==> src/design/assert_macros.svh <==
// Assertion macros shared by the numeric text scanner RTL.
`ifndef ASSERT_MACROS_SVH
`define ASSERT_MACROS_SVH

// Same-cycle implication, checked outside reset.
`define NTS_ASSERT_NOW(label, clk, rst_n, ante, cons, msg) \
    label: assert property (@(posedge clk) disable iff (!rst_n) (ante) |-> (cons)) \
        else $error(msg);

// Next-cycle implication, checked outside reset.
`define NTS_ASSERT_NEXT(label, clk, rst_n, ante, cons, msg) \
    label: assert property (@(posedge clk) disable iff (!rst_n) (ante) |=> (cons)) \
        else $error(msg);

`endif

==> src/design/nts_pkg.sv <==
// Types and constants shared by the numeric text scanner modules.
`timescale 1ns / 1ps

package nts_pkg;

    typedef enum logic [3:0] {
        PH_START       = 4'd0,
        PH_AFTER_SIGN  = 4'd1,
        PH_AFTER_POINT = 4'd2,
        PH_LEAD_ZERO   = 4'd3,
        PH_SIG         = 4'd4,
        PH_NAN         = 4'd5,
        PH_INF         = 4'd6,
        PH_EXP_SIGN    = 4'd7,
        PH_EXP         = 4'd8,
        PH_DONE        = 4'd9
    } t_phase;

    typedef enum logic [2:0] {
        KIND_FINITE   = 3'd0,
        KIND_OVERFLOW = 3'd1,
        KIND_INFINITY = 3'd2,
        KIND_NAN      = 3'd3,
        KIND_ERROR    = 3'd4
    } t_kind;

    typedef struct packed {
        t_phase     phase;
        logic [1:0] progress;
        t_kind      kind;
        logic       sign;
        logic       point;
        logic       hex;
        logic       exp_neg;
    } t_ctl;

    localparam t_ctl CTL_RESET = '{
        phase:    PH_START,
        progress: 2'd0,
        kind:     KIND_FINITE,
        sign:     1'b0,
        point:    1'b0,
        hex:      1'b0,
        exp_neg:  1'b0
    };

    localparam logic [7:0] CH_NUL      = 8'h00;
    localparam logic [7:0] CH_PLUS     = 8'h2B;
    localparam logic [7:0] CH_MINUS    = 8'h2D;
    localparam logic [7:0] CH_POINT    = 8'h2E;
    localparam logic [7:0] CH_0        = 8'h30;
    localparam logic [7:0] CH_9        = 8'h39;
    localparam logic [7:0] CH_A_UP     = 8'h41;
    localparam logic [7:0] CH_E_UP     = 8'h45;
    localparam logic [7:0] CH_F_UP     = 8'h46;
    localparam logic [7:0] CH_I_UP     = 8'h49;
    localparam logic [7:0] CH_N_UP     = 8'h4E;
    localparam logic [7:0] CH_P_UP     = 8'h50;
    localparam logic [7:0] CH_X_UP     = 8'h58;
    localparam logic [7:0] CH_A_LO     = 8'h61;
    localparam logic [7:0] CH_F_LO     = 8'h66;
    localparam logic [7:0] CH_N_LO     = 8'h6E;
    localparam logic [7:0] CH_Z_LO     = 8'h7A;
    localparam logic [7:0] CASE_OFFSET = 8'h20;

    localparam logic [3:0] HEX_LETTER_BIAS = 4'd9;

endpackage

==> src/design/nts_step.sv <==
// Next-state logic of the scanner: consumes one character per beat.
`timescale 1ns / 1ps

module nts_step #(
    parameter int EXPONENT_BITS = 32
) (
    input  logic [7:0]               i_char,
    input  nts_pkg::t_ctl            i_ctl,
    input  logic [63:0]              i_acc,
    input  logic [EXPONENT_BITS-1:0] i_frac,
    input  logic [EXPONENT_BITS-1:0] i_expd,
    output nts_pkg::t_ctl            o_ctl,
    output logic [63:0]              o_acc,
    output logic [EXPONENT_BITS-1:0] o_frac,
    output logic [EXPONENT_BITS-1:0] o_expd
);

    localparam int EB = EXPONENT_BITS;
    localparam logic [EB:0] HALF = {1'b0, 1'b1, {(EB-1){1'b0}}};

    logic [7:0]    up;
    logic          is_dig;
    logic [3:0]    dval;
    logic [67:0]   dec_wide;
    logic          add_ok;
    logic [63:0]   add_acc;
    logic [EB:0]   frac_sum;
    logic [EB-1:0] frac_next;
    logic [EB+3:0] exp_wide;
    logic [EB-1:0] exp_next;
    logic [7:0]    want;
    logic          want_hit;

    assign up     = (i_char >= nts_pkg::CH_A_LO && i_char <= nts_pkg::CH_Z_LO)
                  ? i_char - nts_pkg::CASE_OFFSET : i_char;
    assign is_dig = (i_char >= nts_pkg::CH_0) && (i_char <= nts_pkg::CH_9);
    assign dval   = is_dig ? i_char[3:0] : up[3:0] + nts_pkg::HEX_LETTER_BIAS;

    // acc * 10 + d as (acc << 3) + (acc << 1) + d; any carry out is overflow
    assign dec_wide = {1'b0, i_acc, 3'b000} + {3'b000, i_acc, 1'b0} + {64'd0, dval};
    assign add_ok   = i_ctl.hex ? (i_acc[63:60] == 4'd0) : (dec_wide[67:64] == 4'd0);
    assign add_acc  = i_ctl.hex ? {i_acc[59:0], dval} : dec_wide[63:0];

    assign frac_sum  = {1'b0, i_frac} + (i_ctl.hex ? (EB+1)'(4) : (EB+1)'(1));
    assign frac_next = (frac_sum > HALF) ? HALF[EB-1:0] : frac_sum[EB-1:0];

    assign exp_wide = {1'b0, i_expd, 3'b000} + {3'b000, i_expd, 1'b0} + {{EB{1'b0}}, dval};
    assign exp_next = (exp_wide[EB+3:EB] != 4'd0) ? {EB{1'b1}} : exp_wide[EB-1:0];

    always_comb begin
        if (i_ctl.phase == nts_pkg::PH_NAN) begin
            want = (i_ctl.progress == 2'd1) ? nts_pkg::CH_A_LO : nts_pkg::CH_N_LO;
        end else begin
            want = (i_ctl.progress == 2'd1) ? nts_pkg::CH_N_LO : nts_pkg::CH_F_LO;
        end
    end

    assign want_hit = (i_char == want) || (i_char == want - nts_pkg::CASE_OFFSET);

    always_comb begin
        logic pt_req;
        logic sig_req;
        logic dig_req;
        logic dig_lead;
        pt_req   = 1'b0;
        sig_req  = 1'b0;
        dig_req  = 1'b0;
        dig_lead = 1'b0;
        o_ctl    = i_ctl;
        o_acc    = i_acc;
        o_frac   = i_frac;
        o_expd   = i_expd;
        if (i_char == nts_pkg::CH_NUL) begin
            o_ctl  = nts_pkg::CTL_RESET;
            o_acc  = '0;
            o_frac = '0;
            o_expd = '0;
        end else begin
            case (i_ctl.phase)
                nts_pkg::PH_START: begin
                    if (i_char == nts_pkg::CH_MINUS) begin
                        o_ctl.sign  = 1'b1;
                        o_ctl.phase = nts_pkg::PH_AFTER_SIGN;
                    end else if (i_char == nts_pkg::CH_PLUS) begin
                        o_ctl.phase = nts_pkg::PH_AFTER_SIGN;
                    end else if (i_char == nts_pkg::CH_POINT) begin
                        o_ctl.point = 1'b1;
                        o_ctl.phase = nts_pkg::PH_AFTER_POINT;
                    end else begin
                        pt_req = 1'b1;
                    end
                end
                nts_pkg::PH_AFTER_SIGN: begin
                    if (i_char == nts_pkg::CH_POINT) begin
                        o_ctl.point = 1'b1;
                        o_ctl.phase = nts_pkg::PH_AFTER_POINT;
                    end else begin
                        pt_req = 1'b1;
                    end
                end
                nts_pkg::PH_AFTER_POINT: begin
                    pt_req = 1'b1;
                end
                nts_pkg::PH_LEAD_ZERO: begin
                    if (up == nts_pkg::CH_X_UP) begin
                        o_ctl.hex   = 1'b1;
                        o_ctl.phase = nts_pkg::PH_SIG;
                    end else begin
                        sig_req = 1'b1;
                    end
                end
                nts_pkg::PH_SIG: begin
                    sig_req = 1'b1;
                end
                nts_pkg::PH_NAN, nts_pkg::PH_INF: begin
                    if (!want_hit) begin
                        o_ctl.phase = nts_pkg::PH_DONE;
                        o_ctl.kind  = nts_pkg::KIND_ERROR;
                    end else if (i_ctl.progress == 2'd2) begin
                        o_ctl.progress = 2'd3;
                        o_ctl.phase    = nts_pkg::PH_DONE;
                        o_ctl.kind     = (i_ctl.phase == nts_pkg::PH_NAN)
                                       ? nts_pkg::KIND_NAN : nts_pkg::KIND_INFINITY;
                    end else begin
                        o_ctl.progress = i_ctl.progress + 2'd1;
                    end
                end
                nts_pkg::PH_EXP_SIGN: begin
                    o_ctl.phase = nts_pkg::PH_EXP;
                    if (i_char == nts_pkg::CH_MINUS) begin
                        o_ctl.exp_neg = 1'b1;
                    end else if (i_char == nts_pkg::CH_PLUS) begin
                        o_ctl.exp_neg = i_ctl.exp_neg;
                    end else if (is_dig) begin
                        o_expd = {{(EB-4){1'b0}}, dval};
                    end else begin
                        o_ctl.phase = nts_pkg::PH_DONE;
                        o_ctl.kind  = nts_pkg::KIND_ERROR;
                    end
                end
                nts_pkg::PH_EXP: begin
                    if (is_dig) begin
                        o_expd = exp_next;
                    end else begin
                        o_ctl.phase = nts_pkg::PH_DONE;
                        o_ctl.kind  = nts_pkg::KIND_ERROR;
                    end
                end
                default: begin
                end
            endcase

            // start of significand: nan/inf prefix, a leading zero or any other significand character
            if (pt_req) begin
                if (up == nts_pkg::CH_N_UP) begin
                    o_ctl.phase    = nts_pkg::PH_NAN;
                    o_ctl.progress = 2'd1;
                end else if (up == nts_pkg::CH_I_UP) begin
                    o_ctl.phase    = nts_pkg::PH_INF;
                    o_ctl.progress = 2'd1;
                end else if (i_char == nts_pkg::CH_0 && !i_ctl.point) begin
                    dig_req  = 1'b1;
                    dig_lead = 1'b1;
                end else begin
                    sig_req = 1'b1;
                end
            end

            if (sig_req) begin
                if (is_dig) begin
                    dig_req = 1'b1;
                end else if (up >= nts_pkg::CH_A_UP && up <= nts_pkg::CH_F_UP) begin
                    if (i_ctl.hex) begin
                        dig_req = 1'b1;
                    end else if (up == nts_pkg::CH_E_UP) begin
                        o_ctl.phase = nts_pkg::PH_EXP_SIGN;
                    end else begin
                        o_ctl.phase = nts_pkg::PH_DONE;
                        o_ctl.kind  = nts_pkg::KIND_ERROR;
                    end
                end else if (i_char == nts_pkg::CH_POINT && !i_ctl.point) begin
                    o_ctl.point = 1'b1;
                    o_ctl.phase = nts_pkg::PH_SIG;
                end else if (up == nts_pkg::CH_P_UP && i_ctl.hex) begin
                    o_ctl.phase = nts_pkg::PH_EXP_SIGN;
                end else begin
                    o_ctl.phase = nts_pkg::PH_DONE;
                    o_ctl.kind  = nts_pkg::KIND_ERROR;
                end
            end

            if (dig_req) begin
                if (!add_ok) begin
                    o_ctl.phase = nts_pkg::PH_DONE;
                    o_ctl.kind  = nts_pkg::KIND_OVERFLOW;
                end else begin
                    o_acc = add_acc;
                    if (i_ctl.point) begin
                        o_frac = frac_next;
                    end
                    o_ctl.phase = dig_lead ? nts_pkg::PH_LEAD_ZERO : nts_pkg::PH_SIG;
                end
            end
        end
    end

endmodule

==> src/design/nts_result.sv <==
// Result formatting: final kind, exponent combine and saturation, zeroing.
`timescale 1ns / 1ps

module nts_result #(
    parameter int EXPONENT_BITS = 32
) (
    input  nts_pkg::t_ctl            i_ctl,
    input  logic [63:0]              i_acc,
    input  logic [EXPONENT_BITS-1:0] i_frac,
    input  logic [EXPONENT_BITS-1:0] i_expd,
    output nts_pkg::t_kind           o_kind,
    output logic                     o_negative,
    output logic [63:0]              o_significand,
    output logic                     o_hex_base,
    output logic [EXPONENT_BITS-1:0] o_exponent
);

    localparam int EB = EXPONENT_BITS;
    localparam logic [EB:0] HALF = {1'b0, 1'b1, {(EB-1){1'b0}}};

    logic [EB:0]   mag_sum;
    logic [EB:0]   mag_neg;
    logic [EB:0]   neg_val;
    logic [EB-1:0] diff;
    logic [EB-1:0] pos_val;
    logic [EB-1:0] expo;
    logic          finite;

    // negative written exponent: -(frac + exp), clamped at the signed minimum
    assign mag_sum = {1'b0, i_frac} + {1'b0, i_expd};
    assign mag_neg = (mag_sum > HALF) ? HALF : mag_sum;
    assign neg_val = {(EB+1){1'b0}} - mag_neg;

    // positive written exponent: exp - frac, clamped at the signed maximum
    assign diff    = i_expd - i_frac;
    assign pos_val = (i_expd >= i_frac && diff[EB-1]) ? {1'b0, {(EB-1){1'b1}}} : diff;
    assign expo    = i_ctl.exp_neg ? neg_val[EB-1:0] : pos_val;

    always_comb begin
        if (i_ctl.phase == nts_pkg::PH_NAN || i_ctl.phase == nts_pkg::PH_INF) begin
            o_kind = nts_pkg::KIND_ERROR;
        end else begin
            o_kind = i_ctl.kind;
        end
    end

    assign finite        = (o_kind == nts_pkg::KIND_FINITE);
    assign o_negative    = i_ctl.sign;
    assign o_significand = finite ? i_acc : 64'd0;
    assign o_hex_base    = finite & i_ctl.hex;
    assign o_exponent    = finite ? expo : {EB{1'b0}};

endmodule

==> src/design/numeric_text_scanner.sv <==
// Top level of the numeric text scanner: input register, scan state, result register.
//
//  channel  | valid         | ready         | payload
//  ---------+---------------+---------------+--------------------------------------------
//  char in  | i_char_valid  | o_char_ready  | i_char_code
//  result   | o_res_valid   | i_res_ready   | o_kind, o_negative, o_significand,
//           |               |               | o_hex_base, o_exponent
//
// One character beat per cycle unless a zero byte is held up; each character passes
// through the input register and is folded into the scan state by one step of logic.
// The result register loads when the zero byte leaves the input register.
// Reset is synchronous; there is no clearing pass.
// Only a zero byte waits on the result register: it holds in the input
// register while a previous result is still untaken, which backs up the input.
`timescale 1ns / 1ps
`include "assert_macros.svh"

module numeric_text_scanner #(
    parameter int EXPONENT_BITS = 32
) (
    input  logic                     i_clk,
    input  logic                     i_rst_n,
    input  logic                     i_char_valid,
    output logic                     o_char_ready,
    input  logic [7:0]               i_char_code,
    output logic                     o_res_valid,
    input  logic                     i_res_ready,
    output logic [2:0]               o_kind,
    output logic                     o_negative,
    output logic [63:0]              o_significand,
    output logic                     o_hex_base,
    output logic [EXPONENT_BITS-1:0] o_exponent
);

    localparam int EB = EXPONENT_BITS;
    localparam logic [EB-1:0] HALF = {1'b1, {(EB-1){1'b0}}};

    logic                 r_in_vld;
    logic [7:0]           r_in_char;
    nts_pkg::t_ctl        r_ctl;
    logic [63:0]          r_acc;
    logic [EB-1:0]        r_frac;
    logic [EB-1:0]        r_expd;
    logic                 r_res_vld;
    nts_pkg::t_kind       r_kind;
    logic                 r_neg;
    logic [63:0]          r_sig;
    logic                 r_hexb;
    logic [EB-1:0]        r_exp;

    nts_pkg::t_ctl        n_ctl;
    logic [63:0]          n_acc;
    logic [EB-1:0]        n_frac;
    logic [EB-1:0]        n_expd;
    nts_pkg::t_kind       n_kind;
    logic                 n_neg;
    logic [63:0]          n_sig;
    logic                 n_hexb;
    logic [EB-1:0]        n_exp;

    logic                 is_term;
    logic                 advance;
    logic                 fire;
    logic                 term_fire;

    assign is_term      = (r_in_char == nts_pkg::CH_NUL);
    assign advance      = !is_term || !r_res_vld || i_res_ready;
    assign fire         = r_in_vld && advance;
    assign term_fire    = fire && is_term;
    assign o_char_ready = !r_in_vld || advance;

    nts_step #(
        .EXPONENT_BITS (EB)
    ) u_step (
        .i_char (r_in_char),
        .i_ctl  (r_ctl),
        .i_acc  (r_acc),
        .i_frac (r_frac),
        .i_expd (r_expd),
        .o_ctl  (n_ctl),
        .o_acc  (n_acc),
        .o_frac (n_frac),
        .o_expd (n_expd)
    );

    nts_result #(
        .EXPONENT_BITS (EB)
    ) u_result (
        .i_ctl         (r_ctl),
        .i_acc         (r_acc),
        .i_frac        (r_frac),
        .i_expd        (r_expd),
        .o_kind        (n_kind),
        .o_negative    (n_neg),
        .o_significand (n_sig),
        .o_hex_base    (n_hexb),
        .o_exponent    (n_exp)
    );

    always_ff @(posedge i_clk) begin
        if (!i_rst_n) begin
            r_in_vld <= 1'b0;
        end else if (o_char_ready) begin
            r_in_vld <= i_char_valid;
        end
    end

    always_ff @(posedge i_clk) begin
        if (o_char_ready && i_char_valid) begin
            r_in_char <= i_char_code;
        end
    end

    always_ff @(posedge i_clk) begin
        if (!i_rst_n) begin
            r_ctl  <= nts_pkg::CTL_RESET;
            r_acc  <= '0;
            r_frac <= '0;
            r_expd <= '0;
        end else if (fire) begin
            r_ctl  <= n_ctl;
            r_acc  <= n_acc;
            r_frac <= n_frac;
            r_expd <= n_expd;
        end
    end

    always_ff @(posedge i_clk) begin
        if (!i_rst_n) begin
            r_res_vld <= 1'b0;
        end else if (term_fire) begin
            r_res_vld <= 1'b1;
        end else if (i_res_ready) begin
            r_res_vld <= 1'b0;
        end
    end

    always_ff @(posedge i_clk) begin
        if (term_fire) begin
            r_kind <= n_kind;
            r_neg  <= n_neg;
            r_sig  <= n_sig;
            r_hexb <= n_hexb;
            r_exp  <= n_exp;
        end
    end

    assign o_res_valid   = r_res_vld;
    assign o_kind        = r_kind;
    assign o_negative    = r_neg;
    assign o_significand = r_sig;
    assign o_hex_base    = r_hexb;
    assign o_exponent    = r_exp;

    `NTS_ASSERT_NEXT(a_term_clears_state, i_clk, i_rst_n, term_fire, r_ctl.phase == nts_pkg::PH_START && r_acc == 64'd0 && r_frac == '0 && r_expd == '0, "scan state not cleared after terminator")
    `NTS_ASSERT_NOW(a_done_has_kind, i_clk, i_rst_n, r_ctl.phase == nts_pkg::PH_DONE, r_ctl.kind != nts_pkg::KIND_FINITE, "decided phase without a decided kind")
    `NTS_ASSERT_NOW(a_kind_only_when_done, i_clk, i_rst_n, r_ctl.phase != nts_pkg::PH_DONE, r_ctl.kind == nts_pkg::KIND_FINITE, "kind decided while still scanning")
    `NTS_ASSERT_NOW(a_frac_saturated, i_clk, i_rst_n, 1'b1, r_frac <= HALF, "fraction shift beyond saturation limit")
    `NTS_ASSERT_NOW(a_nonfinite_zeroed, i_clk, i_rst_n, o_res_valid && o_kind != nts_pkg::KIND_FINITE, o_significand == 64'd0 && o_exponent == '0 && !o_hex_base, "non-finite result carries numeric fields")

endmodule

==> config.mk <==
export PLATFORM = sky130hd
export DESIGN_NAME = numeric_text_scanner
export DESIGN_NICKNAME = d
export VERILOG_FILES = /design/src/design/nts_pkg.sv /design/src/design/nts_step.sv /design/src/design/nts_result.sv /design/src/design/numeric_text_scanner.sv
export VERILOG_INCLUDE_DIRS = /design/src /design/src/design
export SDC_FILE = /design/constraint.sdc
export NUM_CORES = 1
export LEC_CHECK = 0
export ABC_AREA = 1
export ABC_CLOCK_PERIOD_IN_PS = 6300
export CORE_MARGIN = 2
export CORE_UTILIZATION = 23
export CTS_CLUSTER_DIAMETER = 80
export DETAILED_ROUTE_END_ITERATION = 8
export DONT_BUFFER_PORTS = 1
export PLACE_DENSITY = 0.46
export SLEW_MARGIN = 20
export SYNTH_ARGS = -nofsm -noshare
export SYNTH_HDL_FRONTEND = slang
export SYNTH_SLANG_ARGS = --single-unit
==> constraint.sdc <==
create_clock -name i_clk -period 6.3 [get_ports i_clk]
set_clock_uncertainty 0.05 [all_clocks]
set_input_delay 0.315 -clock i_clk [delete_from_list [all_inputs] [get_ports i_clk]]
set_output_delay 0.315 -clock i_clk [all_outputs]
set_load 0.02 [all_outputs]
Word level (Yosys, flattened, before mapping)
Cells that the tools add are included.

word-level totals
  register bits after elaboration = 252
  output and inout port bits = 103

cells by class
  $add $sub $neg = 12
  $lt $le $gt $ge = 9
  eq/ne operators = 25
  multiplexer cells = 108
  bitwise logic cells = 1
  reduce and logical (&&, ||, !) cells = 42

operator list
  kind                   count
  $mux 32                14
  $mux 64                4
  $mux 4                 21
  $add 67x65->68         1
  $add 68x4->68          1
  $gt 33x32->1 const B   2
  $pmux 32 s2            1
  $mux 3                 17
  $eq 8x7->1 const B     5
  $mux 1                 37
  $add 35x33->36         1
  $add 36x4->36          1
  $add 32x32->33         1
  $add 32x33->33         1
  $eq 8x6->1 const B     4
  $ge 32x32->1           1
  $sub 1x32->32 const A  1
  $sub 32x32->32         1
  $pmux 4 s6             1
  $mux 6                 3
  $reduce_bool 2->1      9
  $eq 4x3->1 const B     4
  $eq 8x8->1             2
  $ge 8x7->1 const B     2
  32 further kinds       62

Depth between registers and ports, before layout
Gate-level depths: netlist (run 1).

  word-level depth = 17
  gate-level depth with buffers = 37
  depth with buffers taken out = 34

Hierarchy
From an unflattened synthesis (run 1), not the netlist that was laid out.

unflattened totals
  cells, all modules = 5162
  area, all modules = 31068.5 um2

modules (own cells, without submodules)
  module                instances  cells each  area each (um2)  seq. area each (um2)
  nts_step              1          2709        14238.7          0.0
  numeric_text_scanner  1          1056        9929.5           6135.9
  nts_result            1          1397        6900.4           0.0

Worst setup path after synthesis (run 1)
No wires, ideal clock.

  path type = reg2reg
  from = register r_in_char[0]
  to = register r_frac[9]
  setup time = 113 ps
  arrival time = 4644 ps
  slack = 1493 ps
  cell stages (with the launch flop) = 31
  path through = edfxtp_1 > inv_1 > ha_1 > o21ai_0 > nand3_1 > nand3_1 > clkbuf_1 > nand2_1 > xor2_1 > inv_1 > ha_1 > ha_1 > fa_1 > nand2_1 > a21oi_2 > a21boi_2 > o21ai_1 > a21oi_1 > o21ai_2 > nand3_1 > nand2_1 > xor2_1 > nor2_1 > nand2_1 > nand3_1 > o21ai_1 > nor2_4 > buf_4 > nand2_1 > nand2_1 > nor2_1

between the ends
  longest elaborated chain between the ends = 15

RTL lines
  item                                                    RTL line                     text
  start, declared                                         numeric_text_scanner.sv:39   logic [7:0] r_in_char;
  start signal, assigned                                  numeric_text_scanner.sv:110  r_in_char <= i_char_code;
  branches (longest 15 deep; another with $add 68x4->68)  -
  end signal, assigned                                    numeric_text_scanner.sv:123  r_frac <= n_frac;
  end, declared                                           numeric_text_scanner.sv:42   logic [EB-1:0] r_frac;

Several ways; the timed one is not identified. The select of a mux whose other input is x is not followed.
A chain may end at the register's enable or synchronous reset.

Final worst setup path (run 1)
  from = register r_in_char[1]
  to = register r_acc[44]

between the ends
  longest elaborated chain between the ends = 15

RTL lines
  item                                                    RTL line                     text
  branches (longest 15 deep; another with $add 68x4->68)  -
  end signal, assigned                                    numeric_text_scanner.sv:122  r_acc <= n_acc;
  end, declared                                           numeric_text_scanner.sv:41   logic [63:0] r_acc;

Several ways; the timed one is not identified. The select of a mux whose other input is x is not followed.

==> qor.csv, run 1 <==
metric;value;unit
cts_sinks;252;
synthTopCellsByCount;1001 x nand2_1, 540 x nor2_1, 505 x inv_1, 363 x a21oi_1, 270 x ha_1;
overflow;0;
drt-initial-drc-count;1616;
holdWs;0.203;ns
p_leak;0.0136;µW
grt_max_degree;72;
final_nets;4167;
setup_tns;0;ns
h-tree-depth;2;
grt_pass1_wl;137;mm
cp_common_cell;nand2_1;
critical_path_class;flip-flop to flip-flop;
ys_top_cells_by_area;nand2_1 15%, ha_1 13%, edfxtp_1 13%, dfxtp_1 11%, nor2_1 8.1%;
hold_violations;0;
gp_congestion;0.914;
hpwl;71.1;mm
cp_slowest_stage_delay;0.56;ns
seq_area_frac_synth;24.5;%
synth.most_common_cell;nand2_1;
ir_worst_vdd;0.136;mV
numCtsBuffers;35;
io-pin-count;115;
vias;24800;
drv_cap;0;
end_kind;flip-flop;
yosys.cell_types.count;60;
die_width;334;µm
fmax;0.174;GHz
holdCritPathClass;primary input to flip-flop;
cts_tree;built;
power.density;158;nW/µm²
period_share;91.4;%
final_util;25.7;%
design.core.area;108000;µm²
synth_flop_cell;dfxtp_1;
path_clk_slew;0.06;ns
synth.cell_area;25000;µm²
fin_crit;5.76;ns
cp-start-kind;flip-flop;
arrival;6.23;ns
slew_violations;0;
clk_latency;0.59;ns
wl_per_cell;16.7;µm
syn-num-nets;4205;
worstMarginPinSlew;0.907;ns
grt_pass1_vias;24000;
r2r_slack;0.54;ns
grt_usage;15.6;%
ant_nets;0;
initial_utilization;23.1;%
die_h;334;µm
clockBufferDepth;3;
status;complete, no violations;
synth_cells;3919;
setup_viol;0;
die-area;111000;µm²
rsz0062_at_grt;false;
syn_to_final_growth;11.2;%
slowest_stage;dlygate4sd3_1;
maxSlewHeadroom;39.0;%
worstPathMaxFanout;26;
synth_edf_count;109;
rows;121;
routed_wl;89.1;mm
root_buffer;clkbuf_16;
final_layout_size_suffix_gt1_share;3.86;%
grt_antenna_before_repair;0;
synth_seq_cells;252;
yosysWarnings;0;
drc;0;
cp.required;6.77;ns
viasPerCell;4.65;
total_power;4400;µW
postSynth.asyncResetShare;0;%
synth_top_area_cell;nand2_1;
drt_first_pass_iters;5;
portBuffers;0;
syn_avg_cell_area;6.39;µm²
synth_top_cell_area_share;15.0;%
-- per-stage QoR --
step / worst slack, ns / cells / instance area (µm²)
after floorplan: 1.49 / 3919 / 25000
after CTS: 0.151 / 5317 / 27800
final: 0.539 / 5323 / 27800
after detailed placement: 0.537 / 5240 / 26500
after global routing: 0.152 / 5322 / 27800
after global placement: 0.626 / 5240 / 26500
-- flip-flops by register name, indices dropped and copies added (netlist names) --
signal         cells
r_frac            32
r_ctl             13
r_expd            32
r_in_char          8
o_exponent        32
o_negative         1
r_acc             64
o_hex_base         1
o_res_valid        1
o_significand     64
o_kind             3
r_in_vld           1
-- timing repair --
| item | CTS | global route |
|---|---|---|
| setup endpoints to repair | 0 | 1 |
| endpoints found under the hold margin | 57 | 0 |
| resized for setup | 0 | 3 |
| buffers inserted | 0 | 5 |
| hold buffers | 13 | 0 |
-- critical path, delay by kind of cell, from the launching register on --
kind            cells  cell delay, ns
simple gates       19            1.96
buf+inv             8            1.40
fa+ha+maj           4            1.12
flops               1            0.47
xor+xnor            2            0.37
compound gates      3            0.32
-- area by class of cell --
| class | count | area [µm²] |
|---|---|---|
| Antenna cell | 1 | 2.50 |
| Clock buffer | 42 | 933 |
| Clock inverter | 22 | 240 |
| Fill cell | 12400 | 80600 |
| Inverter | 516 | 1940 |
| Multi-Input combinational cell | 3027 | 16400 |
| Sequential cell | 252 | 6140 |
| Tap cell | 1414 | 1770 |
| Timing Repair Buffer | 49 | 427 |
-- cell families (layout without fill, tap and decap cells) --
family | after synthesis | after routing | synth area share (%)
AOI/OAI and AO/OA | 763 | 763 | 17.0
xor gates and xnor gates | 118 | 118 | 4.13
adders and majority gates | 274 | 274 | 13.8
buffers and inverters | 640 | 629 | 10.1
DFF | 252 | 252 | 24.5
other | 0 | 1 | 0
and+or+nand+nor | 1872 | 1872 | 30.4
-- cell usage in the layout (no fill, tap or decap), types with 10 or more instances in the layout --
cell           count
buf_4             34
edfxtp_1         109
a21oi_1          362
nand4_1           40
xnor2_1           26
nor4_1            13
dfxtp_1          142
a21boi_0          11
dlygate4sd3_1     12
inv_1            502
nor3_1            50
a31oi_1           34
or2_2             15
a22oi_1           10
o21bai_1          11
o31ai_1           10
nand2_1         1000
o21a_1            19
ha_1             270
o211ai_1          18
clkbuf_16         36
nor2_1           539
nand3_1          175
o21ai_1           21
o21ai_0          211
xor2_1            92
-- power breakdown --
part,internal (µW),switching [µW],total [µW]
clock,1200,848,2050
combinational,183,416,599
sequential,1730,29.2,1750
-- layer usage --
layer	routed length, µm	GRT usage (%)
met1	41000	20.2
met2	42000	26.7
met3	3900	2.26
met4	2150	4.28
met5	0	0
-- final timing paths --
kind,from,endpoint,depth (start not counted)
max,r_in_char[1],r_acc[44],36
min,i_rst_n,r_acc[40],2
max reg2reg,r_in_char[1],r_acc[44],36
min reg2reg,r_ctl[8],r_ctl[8],2
Note: power is estimated with default switching activity, not from simulation.
==> run 2, diff against run 1 <==
CTS_BUF_LIST = sky130_fd_sc_hd__clkbuf_8 sky130_fd_sc_hd__clkbuf_16   (was unset)
MAX_ROUTING_LAYER = met4   (was unset)
==> qor.csv, run 2 (synthesis gave the netlist of run 1 again) <==
metric;value;unit
hpwl;71.4;mm
placed_area;26500;µm²
drt_first_pass_iters;5;
p_sw_share;29.6;%
whs_path_depth;2;
viasPerCell;4.66;
portBuffers;0;
fin_crit;5.75;ns
routed_wl;89.6;mm
setup_tns;0;ns
wl_per_cell;16.8;µm
h-tree-depth;2;
mostFrequentLayoutCell;nand2_1;
antenna_cells;0;
design.core.area;108000;µm²
p_leak;0.0137;µW
ir_worst_vdd;0.160;mV
initial_utilization;23.1;%
rows;121;
grt_max_degree;66;
cp-start-kind;flip-flop;
cts_sinks;252;
ant_nets;0;
finalInstanceArea;27900;µm²
path_clk_slew;0.06;ns
nFillCells;12400;
cp_common_cell;nand2_1;
die-area;111000;µm²
worstPathMaxFanout;26;
hold_violations;0;
rsz0062_at_grt;false;
vias;24800;
status;complete, no violations;
syn_to_final_growth;11.4;%
power.density;163;nW/µm²
grt_pass1_vias;24200;
drc;0;
drv_cap;0;
slew_violations;0;
fmax;0.174;GHz
gp_congestion;0.909;
overflow;0;
p_int;3200;µW
sequentialPowerShare;38.6;%
grt_pass1_wl;139;mm
die_h;334;µm
worstMarginPinSlew;0.950;ns
end_kind;flip-flop;
maxSlewHeadroom;35.0;%
critical_path_class;flip-flop to flip-flop;
final_nets;4164;
arrival;6.24;ns
setup_viol;0;
p_comb_share;13.1;%
reg2reg_depth;34;
dp_cells;5240;
io-pin-count;115;
layout_common_cells;1000 x nand2_1, 539 x nor2_1, 508 x inv_1, 362 x a21oi_1, 270 x ha_1;
die_width;334;µm
cts_tree;built;
clk_latency;0.61;ns
power.switching;1340;µW
drt-initial-drc-count;1707;
grt_usage;16.2;%
pwr-share-clk;48.2;%
period_share;91.3;%
grt_antenna_before_repair;0;
slowest_stage;dlygate4sd3_1;
stdcell_count;5320;
cp.required;6.79;ns
clockBufferDepth;3;
final_layout_size_suffix_gt1_share;3.84;%
numCtsBuffers;37;
root_buffer;clkbuf_16;
cp_slowest_stage_delay;0.57;ns
holdCritPathClass;primary input to flip-flop;
## run 2: per-stage QoR
step / setup slack (ns) / power (µW) / hold slack (ns) / util, %
6_report: 0.547 / 4540 / 0.158 / 25.7
2_1_floorplan: 1.49 / 2180 / 0.359 / -
4_1_cts: 0.466 / 4620 / 0.148 / 25.7
5_1_grt: 0.0212 / 4750 / 0.193 / 25.7
3_3_place_gp: 0.701 / 2380 / 0.364 / 24.4
3_5_place_dp: 0.659 / 2370 / 0.364 / 24.4
## run 2: power by group through the flow
stage	Combinational, µW	Sequential, µW	Clock (µW)
final	596	1760	2190
after detailed placement	581	1790	0
after global routing	667	1760	2330
after CTS	598	1750	2270
after global placement	587	1790	0
after floorplan	408	1770	0
## run 2: final cells by class
type / instances / area, µm² / share of cell area (%)
flip-flops and latches: 252 / 6140 / 22.0
repair buffers: 44 / 398 / 1.43
inverters: 516 / 1940 / 6.96
clock buffers: 39 / 965 / 3.46
clock inverters: 28 / 299 / 1.07
multi-input cells: 3027 / 16400 / 58.7
well taps: 1414 / 1770 / 6.34
## run 2: critical path, delay by kind of cell (launching register included)
kind | cells | cell delay, ns
AO/OA/AOI/OAI | 4 | 0.54
XOR/XNOR | 2 | 0.28
adder cells (fa/ha/maj) | 4 | 1.15
buffers and inverters | 6 | 1.36
flip-flops | 1 | 0.47
AND/OR/NAND/NOR | 18 | 1.83
## run 2: final timing paths
kind | from | endpoint | slack [ns]
setup / recovery | r_in_char[0] | r_acc[46] | 0.55
hold / removal | i_rst_n | r_acc[40] | 0.16
setup reg to reg | r_in_char[0] | r_acc[46] | 0.55
hold reg to reg | r_ctl[8] | r_ctl[8] | 0.45
## run 2: repair_timing
action | in CTS | in global routing
endpoints found under the setup margin | 0 | 1
hold buffers | 13 | 0
endpoints found under the hold margin | 57 | 0
resized for setup | 0 | 1
setup buffers | 0 | 0
## run 2: layer usage
metal / vias to the layer above / track usage (%) / share of wire, %
li1: 12800 / - / -
met1: 11400 / 20.3 / 46
met2: 480 / 27.1 / 47
met3: 101 / 2.35 / 4.7
met4: 0 / 4.21 / 2.3
met5: - / - / 0
